--- src/design/rld_pkg.sv ---
// Shared types and constants for the render lag detector.
`default_nettype none
package rld_pkg;

  localparam int unsigned WIN_W   = 16;
  localparam int unsigned RATIO_W = 11;
  localparam int unsigned TRIP_W  = 8;
  localparam int unsigned CNT_W   = 16;
  localparam int unsigned RATE_W  = 24;
  localparam int unsigned EVT_W   = 2;
  localparam int unsigned IDX_W   = 3;

  // Numerator of the achieved rate is frame_count * 256000.
  localparam int unsigned NUM_W     = 34;
  localparam int unsigned DIV_STEPS = NUM_W;
  localparam int unsigned DCNT_W    = 6;

  // Expected rate times a ratio, then that times the window.
  localparam int unsigned PART_W = RATE_W + RATIO_W;
  localparam int unsigned THR_W  = PART_W + WIN_W;

  localparam logic [IDX_W-1:0] REG_WINDOW_MS   = 3'd0;
  localparam logic [IDX_W-1:0] REG_LAG_RATIO   = 3'd1;
  localparam logic [IDX_W-1:0] REG_REC_RATIO   = 3'd2;
  localparam logic [IDX_W-1:0] REG_DROP_RATIO  = 3'd3;
  localparam logic [IDX_W-1:0] REG_TRIP_WINDOW = 3'd4;

  localparam logic [EVT_W-1:0] EVT_NONE      = 2'd0;
  localparam logic [EVT_W-1:0] EVT_LAG       = 2'd1;
  localparam logic [EVT_W-1:0] EVT_RECOVERED = 2'd2;

  localparam logic [TRIP_W-1:0] RUN_MAX = 8'd255;

  typedef struct packed {
    logic              busy;
    logic [RATE_W-1:0] quot;
  } div_stat_t;

endpackage
`default_nettype wire

--- src/design/rld_div.sv ---
// Restoring divider, one quotient bit per cycle, with a saturated quotient.
`default_nettype none
module rld_div (
  input  wire logic                         clk,
  input  wire logic                         rst,
  input  wire logic                         start,
  input  wire logic [rld_pkg::NUM_W-1:0]    numer,
  input  wire logic [rld_pkg::WIN_W-1:0]    denom,
  output rld_pkg::div_stat_t                stat
);

  logic [rld_pkg::DCNT_W-1:0] cnt;
  logic [rld_pkg::WIN_W-1:0]  rem;
  logic [rld_pkg::NUM_W-1:0]  nq;
  logic [rld_pkg::WIN_W-1:0]  dvs;
  logic [rld_pkg::WIN_W:0]    rem_sh;
  logic                       ge;

  assign rem_sh = {rem, nq[rld_pkg::NUM_W-1]};
  assign ge     = rem_sh >= {1'b0, dvs};

  always_ff @(posedge clk) begin
    if (rst) begin
      cnt <= '0;
    end else if (start) begin
      cnt <= rld_pkg::DCNT_W'(rld_pkg::DIV_STEPS);
    end else if (cnt != '0) begin
      cnt <= cnt - 1'b1;
    end
  end

  always_ff @(posedge clk) begin
    if (start) begin
      rem <= '0;
      nq  <= numer;
      dvs <= denom;
    end else if (cnt != '0) begin
      rem <= ge ? rem_sh[rld_pkg::WIN_W-1:0] - dvs : rem_sh[rld_pkg::WIN_W-1:0];
      nq  <= {nq[rld_pkg::NUM_W-2:0], ge};
    end
  end

  assign stat.busy = cnt != '0;
  assign stat.quot = (|nq[rld_pkg::NUM_W-1:rld_pkg::RATE_W]) ? '1
                                                            : nq[rld_pkg::RATE_W-1:0];

endmodule
`default_nettype wire

--- src/design/render_lag_detector_unit.sv ---
// Top level of the render lag detector: sequencer, shared multiplier and run state.
//
//   channel  direction  handshake            payload
//   in       to block   in_valid / in_stall  frame_count dropped_count rate_known expected_rate
//   out      from block out_valid / out_stall event_res achieved_valid achieved_rate
//   cfg      to block   cfg_valid / cfg_ready cfg_index cfg_data
//
// An evaluated window computes the achieved rate with the 34-step restoring divider;
// the six threshold products share one multiplier while the divider runs, and the result
// is finished once both are done and the output register is free.
// A window that is skipped (zero window, unknown rate, idle start) does not start the
// divider and goes straight to the finish state. A new request is taken only in the idle state.
// Reset is synchronous, clears all control and run state and loads the register defaults.
// A finished result waits in the output register while the next request is taken.
`default_nettype none
module render_lag_detector_unit (
  input  wire logic                          clk,
  input  wire logic                          rst,
  input  wire logic                          in_valid,
  output logic                               in_stall,
  input  wire logic [rld_pkg::CNT_W-1:0]     frame_count,
  input  wire logic [rld_pkg::CNT_W-1:0]     dropped_count,
  input  wire logic                          rate_known,
  input  wire logic [rld_pkg::RATE_W-1:0]    expected_rate,
  output logic                               out_valid,
  input  wire logic                          out_stall,
  output logic [rld_pkg::EVT_W-1:0]          event_res,
  output logic                               achieved_valid,
  output logic [rld_pkg::RATE_W-1:0]         achieved_rate,
  input  wire logic                          cfg_valid,
  output logic                               cfg_ready,
  input  wire logic [rld_pkg::IDX_W-1:0]     cfg_index,
  input  wire logic [rld_pkg::WIN_W-1:0]     cfg_data
);

  localparam logic [1:0] S_IDLE = 2'd0;
  localparam logic [1:0] S_MUL  = 2'd1;
  localparam logic [1:0] S_WAIT = 2'd2;
  localparam logic [1:0] S_FIN  = 2'd3;
  localparam logic [2:0] LAST_STEP = 3'd5;

  logic [1:0] state;
  logic [2:0] step;
  logic       eval;

  logic [rld_pkg::WIN_W-1:0]   win_len;
  logic [rld_pkg::RATIO_W-1:0] slow_q10;
  logic [rld_pkg::RATIO_W-1:0] rec_ratio;
  logic [rld_pkg::RATIO_W-1:0] drop_q10;
  logic [rld_pkg::TRIP_W-1:0]  trip_count;

  logic                        lagging;
  logic [rld_pkg::TRIP_W-1:0]  slow_run;
  logic [rld_pkg::TRIP_W-1:0]  good_run;
  logic                        prev_rate_valid;
  logic [rld_pkg::RATE_W-1:0]  prev_rate;
  logic                        seen_frames;

  logic [rld_pkg::CNT_W-1:0]   frames;
  logic [rld_pkg::CNT_W-1:0]   dropped;
  logic [rld_pkg::RATE_W-1:0]  expected;
  logic [rld_pkg::PART_W-1:0]  part;
  logic [rld_pkg::THR_W-1:0]   lag_thr;
  logic [rld_pkg::THR_W-1:0]   rec_thr;
  logic [rld_pkg::THR_W-1:0]   drop_thr;

  logic [rld_pkg::PART_W-1:0]  mul_a;
  logic [rld_pkg::WIN_W-1:0]   mul_b;
  logic [rld_pkg::THR_W-1:0]   prod;

  logic                        in_acc;
  logic                        out_free;
  logic                        div_start;
  logic [rld_pkg::NUM_W-1:0]   numer;
  rld_pkg::div_stat_t          div_stat;

  logic [25:0]                 frames_k;
  logic [25:0]                 dropped_k;
  logic [rld_pkg::THR_W-1:0]   fscaled;
  logic [rld_pkg::THR_W-1:0]   dscaled;
  logic [rld_pkg::THR_W-1:0]   dscaled2;
  logic                        slow;
  logic                        dropping;
  logic                        good;
  logic [rld_pkg::TRIP_W-1:0]  slow_inc;
  logic [rld_pkg::TRIP_W-1:0]  good_inc;

  assign in_acc    = in_valid && !in_stall;
  assign in_stall  = state != S_IDLE;
  assign cfg_ready = state == S_IDLE;
  assign out_free  = !out_valid || !out_stall;

  assign div_start = in_acc && win_len != '0 && rate_known && expected_rate != '0
                     && (frame_count != '0 || seen_frames);
  assign numer = {26'(frame_count) * 26'd1000, 8'd0};

  rld_div u_div (
    .clk   (clk),
    .rst   (rst),
    .start (div_start),
    .numer (numer),
    .denom (win_len),
    .stat  (div_stat)
  );

  always_comb begin
    case (step)
      3'd0:    begin mul_a = rld_pkg::PART_W'(expected); mul_b = 16'(slow_q10);  end
      3'd2:    begin mul_a = rld_pkg::PART_W'(expected); mul_b = 16'(rec_ratio); end
      3'd4:    begin mul_a = rld_pkg::PART_W'(expected); mul_b = 16'(drop_q10);  end
      default: begin mul_a = part;                       mul_b = win_len;        end
    endcase
  end

  assign prod = rld_pkg::THR_W'(mul_a) * rld_pkg::THR_W'(mul_b);

  assign frames_k  = 26'(frames) * 26'd1000;
  assign dropped_k = 26'(dropped) * 26'd1000;
  assign fscaled   = rld_pkg::THR_W'({frames_k, 18'd0});
  assign dscaled   = rld_pkg::THR_W'({dropped_k, 18'd0});
  assign dscaled2  = rld_pkg::THR_W'({dropped_k, 19'd0});
  assign slow      = fscaled < lag_thr;
  assign dropping  = dscaled > drop_thr;
  assign good      = fscaled >= rec_thr && dscaled2 <= drop_thr;
  assign slow_inc  = (slow_run == rld_pkg::RUN_MAX) ? slow_run : slow_run + 1'b1;
  assign good_inc  = (good_run == rld_pkg::RUN_MAX) ? good_run : good_run + 1'b1;

  always_ff @(posedge clk) begin
    if (rst) begin
      win_len    <= 16'd2000;
      slow_q10   <= 11'd870;
      rec_ratio  <= 11'd973;
      drop_q10   <= 11'd51;
      trip_count <= 8'd3;
    end else if (cfg_valid && cfg_ready) begin
      case (cfg_index)
        rld_pkg::REG_WINDOW_MS:   win_len    <= cfg_data;
        rld_pkg::REG_LAG_RATIO:   slow_q10   <= cfg_data[rld_pkg::RATIO_W-1:0];
        rld_pkg::REG_REC_RATIO:   rec_ratio  <= cfg_data[rld_pkg::RATIO_W-1:0];
        rld_pkg::REG_DROP_RATIO:  drop_q10   <= cfg_data[rld_pkg::RATIO_W-1:0];
        rld_pkg::REG_TRIP_WINDOW: trip_count <= cfg_data[rld_pkg::TRIP_W-1:0];
        default: ;
      endcase
    end
  end

  always_ff @(posedge clk) begin
    if (in_acc) begin
      frames   <= frame_count;
      dropped  <= dropped_count;
      expected <= expected_rate;
    end
    if (state == S_MUL) begin
      case (step)
        3'd1:    lag_thr  <= prod;
        3'd3:    rec_thr  <= prod;
        3'd5:    drop_thr <= prod;
        default: part     <= prod[rld_pkg::PART_W-1:0];
      endcase
    end
  end

  always_ff @(posedge clk) begin
    if (rst) begin
      state           <= S_IDLE;
      step            <= '0;
      eval            <= 1'b0;
      lagging         <= 1'b0;
      slow_run        <= '0;
      good_run        <= '0;
      prev_rate_valid <= 1'b0;
      prev_rate       <= '0;
      seen_frames     <= 1'b0;
      out_valid       <= 1'b0;
      event_res       <= rld_pkg::EVT_NONE;
      achieved_valid  <= 1'b0;
      achieved_rate   <= '0;
    end else begin
      if (state == S_FIN && out_free) begin
        out_valid <= 1'b1;
      end else if (out_valid && !out_stall) begin
        out_valid <= 1'b0;
      end
      case (state)
        S_IDLE: begin
          if (in_acc) begin
            step  <= '0;
            eval  <= div_start;
            state <= div_start ? S_MUL : S_FIN;
            if (win_len == '0) begin
            end else if (!rate_known || expected_rate == '0) begin
              slow_run        <= '0;
              good_run        <= '0;
              prev_rate_valid <= 1'b0;
            end else if (frame_count == '0 && !seen_frames) begin
              slow_run        <= '0;
              good_run        <= '0;
              prev_rate_valid <= 1'b1;
              prev_rate       <= expected_rate;
            end else begin
              if (frame_count != '0) begin
                seen_frames <= 1'b1;
              end
              if (prev_rate_valid && expected_rate != prev_rate) begin
                slow_run <= '0;
                good_run <= '0;
              end
              prev_rate_valid <= 1'b1;
              prev_rate       <= expected_rate;
            end
          end
        end
        S_MUL: begin
          step <= step + 1'b1;
          if (step == LAST_STEP) begin
            state <= S_WAIT;
          end
        end
        S_WAIT: begin
          if (!div_stat.busy) begin
            state <= S_FIN;
          end
        end
        S_FIN: begin
          if (out_free) begin
            state <= S_IDLE;
            if (!eval) begin
              event_res      <= rld_pkg::EVT_NONE;
              achieved_valid <= 1'b0;
              achieved_rate  <= '0;
            end else begin
              achieved_valid <= 1'b1;
              achieved_rate  <= div_stat.quot;
              if (slow || dropping) begin
                slow_run <= slow_inc;
                good_run <= '0;
                if (!lagging && slow_inc >= trip_count) begin
                  lagging   <= 1'b1;
                  event_res <= rld_pkg::EVT_LAG;
                end else begin
                  event_res <= rld_pkg::EVT_NONE;
                end
              end else if (good) begin
                good_run <= good_inc;
                slow_run <= '0;
                if (lagging && good_inc >= trip_count) begin
                  lagging   <= 1'b0;
                  event_res <= rld_pkg::EVT_RECOVERED;
                end else begin
                  event_res <= rld_pkg::EVT_NONE;
                end
              end else begin
                slow_run  <= '0;
                good_run  <= '0;
                event_res <= rld_pkg::EVT_NONE;
              end
            end
          end
        end
        default: state <= S_IDLE;
      endcase
    end
  end

endmodule
`default_nettype wire

--- config.mk ---
export PLATFORM = sky130hd
export DESIGN_NAME = render_lag_detector_unit
export DESIGN_NICKNAME = d
export VERILOG_FILES = /design/src/design/rld_pkg.sv /design/src/design/rld_div.sv /design/src/design/render_lag_detector_unit.sv
export SDC_FILE = /design/constraint.sdc
export NUM_CORES = 2
export LEC_CHECK = 0
export BUFFER_PORTS_ARGS = -buffer_cell sky130_fd_sc_hd__buf_2
export CORE_ASPECT_RATIO = 2
export CORE_MARGIN = 5
export CORE_UTILIZATION = 55
export CTS_BUF_LIST = sky130_fd_sc_hd__clkbuf_2 sky130_fd_sc_hd__clkbuf_4 sky130_fd_sc_hd__clkbuf_8
export DETAILED_ROUTE_END_ITERATION = 8
export PLACE_DENSITY = 0.71
export SLEW_MARGIN = 25
export SYNTH_ARGS = -nofsm -noshare
export SYNTH_HDL_FRONTEND = slang
export SYNTH_SLANG_ARGS = --single-unit
--- constraint.sdc ---
create_clock -name clk -period 9.5 [get_ports clk]
set_clock_uncertainty 0.05 [all_clocks]
set_input_delay 2.375 -clock clk [delete_from_list [all_inputs] [get_ports clk]]
set_output_delay 2.375 -clock clk [all_outputs]
set_load 0.05 [all_outputs]
# ---- Word-level counts from Yosys, hierarchy flattened
# Index checks and enable logic that the tools add are counted.
dict set report word_totals {
  ff_bits 450
  in_bits 81
}
dict set report classes {
  add_sub_neg 5
  n_mul 4
  magnitude_cmp 7
  eq_ne 23
  mux 46
  n_bitwise 4
  n_reduce_logical 62
}
# op count
set ops {}
lappend ops {{$mux W8} 14}
lappend ops {{$mul A16 B7 Y23 const B} 3}
lappend ops {{$mux W34} 2}
lappend ops {{$ge A44 B51 Y1} 1}
lappend ops {{$gt A44 B51 Y1} 1}
lappend ops {{$le A45 B51 Y1} 1}
lappend ops {{$lt A44 B51 Y1} 1}
lappend ops {{$mul A35 B16 Y51} 1}
lappend ops {{$mux W24} 2}
lappend ops {{$pmux W16 S3} 1}
lappend ops {{$mux W35} 1}
lappend ops {{$logic_not A16 Y1} 2}
lappend ops {{$pmux W8 S2} 2}
lappend ops {{$reduce_bool A16 Y1} 2}
lappend ops {{$logic_not A24 Y1} 1}
lappend ops {{$ne A24 B24 Y1} 1}
lappend ops {{$reduce_and A2 Y1} 12}
lappend ops {{$reduce_bool A24 Y1} 1}
lappend ops {{$mux W2} 9}
lappend ops {{$reduce_and A6 Y1} 3}
lappend ops {{$ge A17 B16 Y1} 1}
lappend ops {{$add A8 B1 Y8 const B} 2}
lappend ops {{$eq A8 B8 Y1 const B} 2}
lappend ops {{$ge A8 B8 Y1} 2}
lappend ops {{other kinds (30)} 83}

# ---- Depth between registers and ports, before layout
dict set report logic_depth {
  ltp_word 10
  depth_mapped 32
}

# ---- Cells and area by module
# A second synthesis with hierarchy kept.
dict set report unflattened {
  hier_cells 4511
  hier_area_um2 45616.2
}
# module n_inst cells_each area_per_inst_um2 seq_area_each_um2
set modules_own_cells {}
lappend modules_own_cells {render_lag_detector_unit 1 4132 41511.1 10009.6}
lappend modules_own_cells {rld_div 1 379 4105.2 1941.9}

# ---- Least setup slack after synthesis
# No wires, ideal clock.
dict set report synth_path {
  kind {reg2reg}
  start {register step[0]}
  end {register drop_thr[43] in the netlist's numbering, data pin}
  setup_ns 0.184
  t_arrival_ns 7.980
  required_time_ns 9.266
  path_slack_ns 1.285
  path_stages_with_launch 28
  path_buffers 4
  synth_period_minus_slack_ns 8.215
  path_cell_list {dfxtp_1 inv_1 ha_1 a21oi_1 clkbuf_1 buf_1 clkbuf_1 clkbuf_1 nand3_1 fa_1 fa_1 fa_1 inv_1 fa_1 fa_1 inv_1 fa_1 inv_1 ha_1 a211oi_1 o21bai_1 a211oi_1 o21ai_0 a221o_1 a21boi_0 a21boi_0 or4b_2 o2111ai_1}
}
dict set report synth_via {
  elab_chain_cells 4
  word_cells_on_any_way 7
}
# item line
set synth_lines {}
lappend synth_lines {{start, declared} render_lag_detector_unit.sv:43} ;# logic [2:0] step;
lappend synth_lines {{start signal, assigned} render_lag_detector_unit.sv:214} ;# step <= step + 1'b1;
lappend synth_lines {{$eq A3 B3 Y1 (tied with other cells)} render_lag_detector_unit.sv:107} ;# case (step)
lappend synth_lines {{$reduce_or A3 Y1 (no line)} -}
lappend synth_lines {{$mux W35} render_lag_detector_unit.sv:107}
lappend synth_lines {{$mul A35 B16 Y51 (*)} render_lag_detector_unit.sv:115} ;# assign prod = rld_pkg::THR_W'(mul_a) * rld_pkg::THR_W'(mul_b);
lappend synth_lines {{net prod (one bit)} render_lag_detector_unit.sv:69} ;# logic [rld_pkg::THR_W-1:0] prod;
lappend synth_lines {{end signal, assigned} render_lag_detector_unit.sv:157} ;# 3'd5: drop_thr <= prod;
lappend synth_lines {{end, declared} render_lag_detector_unit.sv:65} ;# logic [rld_pkg::THR_W-1:0] drop_thr;
# Mark *: on every way through the listed nets, which the timed path passes. The rest lies on a longest branch.
# A chain may end at the register's enable or synchronous reset.

# ---- Worst setup path in the final report
# Ends and elaborated chain as after synthesis.

==> metrics.md <==
| Metric | Value |
|---|---|
| Fin crit share | 94.0% |
| Area of the mapped netlist | 45700 um2 |
| Relative max-transition margin | 28.5% |
| Achievable Freq | 112 MHz |
| Detailed-route via count | 33875 |
| Largest fanout on the critical path | 40 |
| Count of buffer and inverter cells on the critical path | 5 |
| Source of the worst register-to-register timing path | step[0] |
| Min-Delay Path Class | register to register |
| Proportion of synthesized chip area in sequential cells | 25.9% |
| DRC violations left | 0 |
| Number of search-and-repair iterations in the first detailed-routing pass | 5 |
| Depth of the CTS H-tree | 3 |
| Clock input transition at the sequential cells of the worst setup and hold paths | 70 ps |
| Final-stage net count | 5820 |
| Count of port buffers added during placement | 110 |
| Most common cell type on the critical path | sky130_fd_sc_hd__fa_1 |
| Slew at the pin closest to its max-slew limit | 1070 ps |
| Top-level I/O count | 111 |
| CTS tree | built |
| Synth warnings | 0 |
| Final hold violation count | 0 |
| Mean post-synth cell area | 9.88 um2 |
| Most common cell after layout, fill and taps aside | sky130_fd_sc_hd__inv_1 |
| Placer's final routability congestion estimate | 0.965 |
| Primary FF master, synth | sky130_fd_sc_hd__edfxtp_1 |
| Levels on crit path | 25 |
| RSZ-0062 raised after global routing | false |
| Design Area, Final | 49000 um2 |
| Global-route wire length before repair | 197000 um |
| Placed cell area | 47400 um2 |
| Number of hold buffers added after cts | 0 |
| CP peak stage delay | 650 ps |
| Setup tns final | 0 ps |
| Number of rows created at floorplan | 149 |
| Die Span Y | 417 um |
| Post-synthesis register bit count | 450 |
| Aggregate routed wire length | 123000 um |
| Met1 global-route usage | 29.1% |
| Pin count of the biggest net entering global routing | 75 |
| Number of CTS-inserted buffers | 69 |
| Slowest stage cell, crit path | sky130_fd_sc_hd__or4b_2 |
| Clock root buffer | sky130_fd_sc_hd__clkbuf_8 |
| Source-to-sink clock delay at the later pin of the worst-skew pair | 770 ps |
| Synth cell types | 72 |
| Fraction of registers with async set/reset | 0% |
| Met2 track demand over resource in global routing | 52.1% |
| Hold path startpoint | achieved_rate[18] |
| Number of routed nets with antenna violations | 0 |
| Overall Global Routing Usage | 28.3% |
| Vias per std cell | 5.84 |
| Cell type group with the largest total delay on the critical path | adder cells |
| Core area | 82400 um2 |
| DP Wirelength | 99000 um |
| Longest Clk Path Bufs | 3 |
| Die X | 214 um |
| Kind of end point of the critical path | register |
| Antenna violations before repair | 4 |
| Number of flops mapped to enable cells by yosys | 283 |
| End of the worst register-to-register path | drop_thr[43] |
| Layer with the highest usage after global routing | met2 |
| Total grt overflow | 0 |
| Post-layout min period | 8930 ps |
| Wire length per cell | 21.2 um |
| Mapped Nets | 5750 |
| Number of cells on the worst reg-to-reg path | 25 |
| Arrival time of the worst setup path | 9400 ps |
| GR met3 Demand/Resource | 3.06% |
| Sink Count | 450 |
| Outcome | finished clean |
| Register-to-register setup slack | 570 ps |
| Area added between synthesis and finish | 7.33% |
| Max-cap violations | 0 |
| Final-report max-slew violation count | 0 |
| Final setup violating endpoints | 0 |
| Most frequent cells in the layout | sky130_fd_sc_hd__inv_1, sky130_fd_sc_hd__fa_1, sky130_fd_sc_hd__nand2_1, sky130_fd_sc_hd__ha_1, sky130_fd_sc_hd__edfxtp_1 |
| Critical path launch point type | register |
| Fraction of layout cells with a size suffix above 1 | 7.40% |
| Post-CTS Setup Inserts | 0 |
| Post-cts repair resize count | 0 |
| Hold path cells | 2 |
| Hold-critical path endpoint | achieved_rate[18] |
| Die outline area | 89200 um2 |
| Critical Path RT | 9970 ps |
| Number of global-route vias before repair | 37235 |
| Gate count after technology mapping | 4621 |
| Number of DRC markers in iteration 0 | 1797 |
| Kind of critical path | register to register |
| Starting density of the core | 55.4% |
==> registers in the layout, summed over array words and instances (netlist names), 24 cells and up <==
name	flops
prev_rate	24
lag_thr	51
achieved_rate	24
rec_thr	51
part	35
expected	24
u_div.nq	34
drop_thr	51
==> per-stage QoR <==
step                instances  worst slack, ps  utilization [%]  hold slack, ps
global placement         5677              763             57.5             388
CTS                      5803              621             59.5             405
detailed placement       5677              638             57.5             393
finish                   5804              574             59.5             402
global route             5804              114             59.5             423
floorplan                4621             1290                -             381
==> worst min-delay path, cell delays in order, from the launching register on <==
cell	delay, ps
sky130_fd_sc_hd__dfxtp_1	310
sky130_fd_sc_hd__nand2_1	50
sky130_fd_sc_hd__a21oi_1	50
==> synthesized netlist by cell type, types with 15 or more instances <==
master                     instances  area [um2]
sky130_fd_sc_hd__o21ai_0         107         536
sky130_fd_sc_hd__nand4_1          59         369
sky130_fd_sc_hd__nand2_1         494        1850
sky130_fd_sc_hd__a211oi_1         19         143
sky130_fd_sc_hd__dfxtp_1         167        3340
sky130_fd_sc_hd__o211ai_1         37         278
sky130_fd_sc_hd__nand2b_1         20         125
sky130_fd_sc_hd__and3_1          141         882
sky130_fd_sc_hd__nor4_1           41         257
sky130_fd_sc_hd__xnor2_1          83         727
sky130_fd_sc_hd__ha_1            425        5320
sky130_fd_sc_hd__xor2_1           55         482
sky130_fd_sc_hd__inv_1           803        3010
sky130_fd_sc_hd__clkbuf_1        159         597
sky130_fd_sc_hd__a21oi_1         209        1050
sky130_fd_sc_hd__o21bai_1         20         150
sky130_fd_sc_hd__edfxtp_1        283        8500
sky130_fd_sc_hd__nor2b_1          31         194
sky130_fd_sc_hd__and2_1           22         138
sky130_fd_sc_hd__a21o_1           89         668
sky130_fd_sc_hd__nor3_1           43         215
sky130_fd_sc_hd__mux2_2           29         327
sky130_fd_sc_hd__nor2_1          228         856
sky130_fd_sc_hd__mux2i_1          93         931
sky130_fd_sc_hd__nand3_1         142         711
sky130_fd_sc_hd__fa_1            623       12500
sky130_fd_sc_hd__a31oi_1          15        93.8
==> worst max-delay path by stage <==
stage	from	endpoint	slack, ps
floorplan	step[0]	drop_thr[43]	1290
global placement	step[0]	drop_thr[43]	760
detailed placement	step[0]	rec_thr[43]	640
CTS	step[0]	drop_thr[43]	620
global route	step[0]	drop_thr[43]	110
finish	step[0]	drop_thr[43]	570
==> layer usage <==
metal / vias up / wire, um
met5: - / 29
met4: 6 / 10800
met3: 483 / 5130
met2: 1065 / 65900
met1: 16922 / 41100
li1: 15399 / -
==> layout make-up <==
cell class / instances / area [um2]
Tap cell: 1057 / 1320
Timing Repair Buffer: 171 / 1010
Multi-Input combinational cell: 3195 / 30200
Clock inverter: 42 / 484
Antenna cell: 1 / 2.50
Fill cell: 7135 / 33400
Inverter: 804 / 3020
Sequential cell: 450 / 11800
Clock buffer: 84 / 1110
==> cell families (layout without fill, tap and decap cells) <==
family,Yosys count,after routing,synth area share (%)
compound gates,604,604,8.31
xor+xnor,138,138,2.65
fa+ha+maj,1048,1048,39.0
buf+inv,976,1101,8.04
flops,450,450,25.9
mux,122,122,2.75
other cells,0,1,0
simple gates,1283,1283,13.4
Power is not shown: default switching activity piles up to over one toggle a cycle in this logic, so the estimate is an artifact.
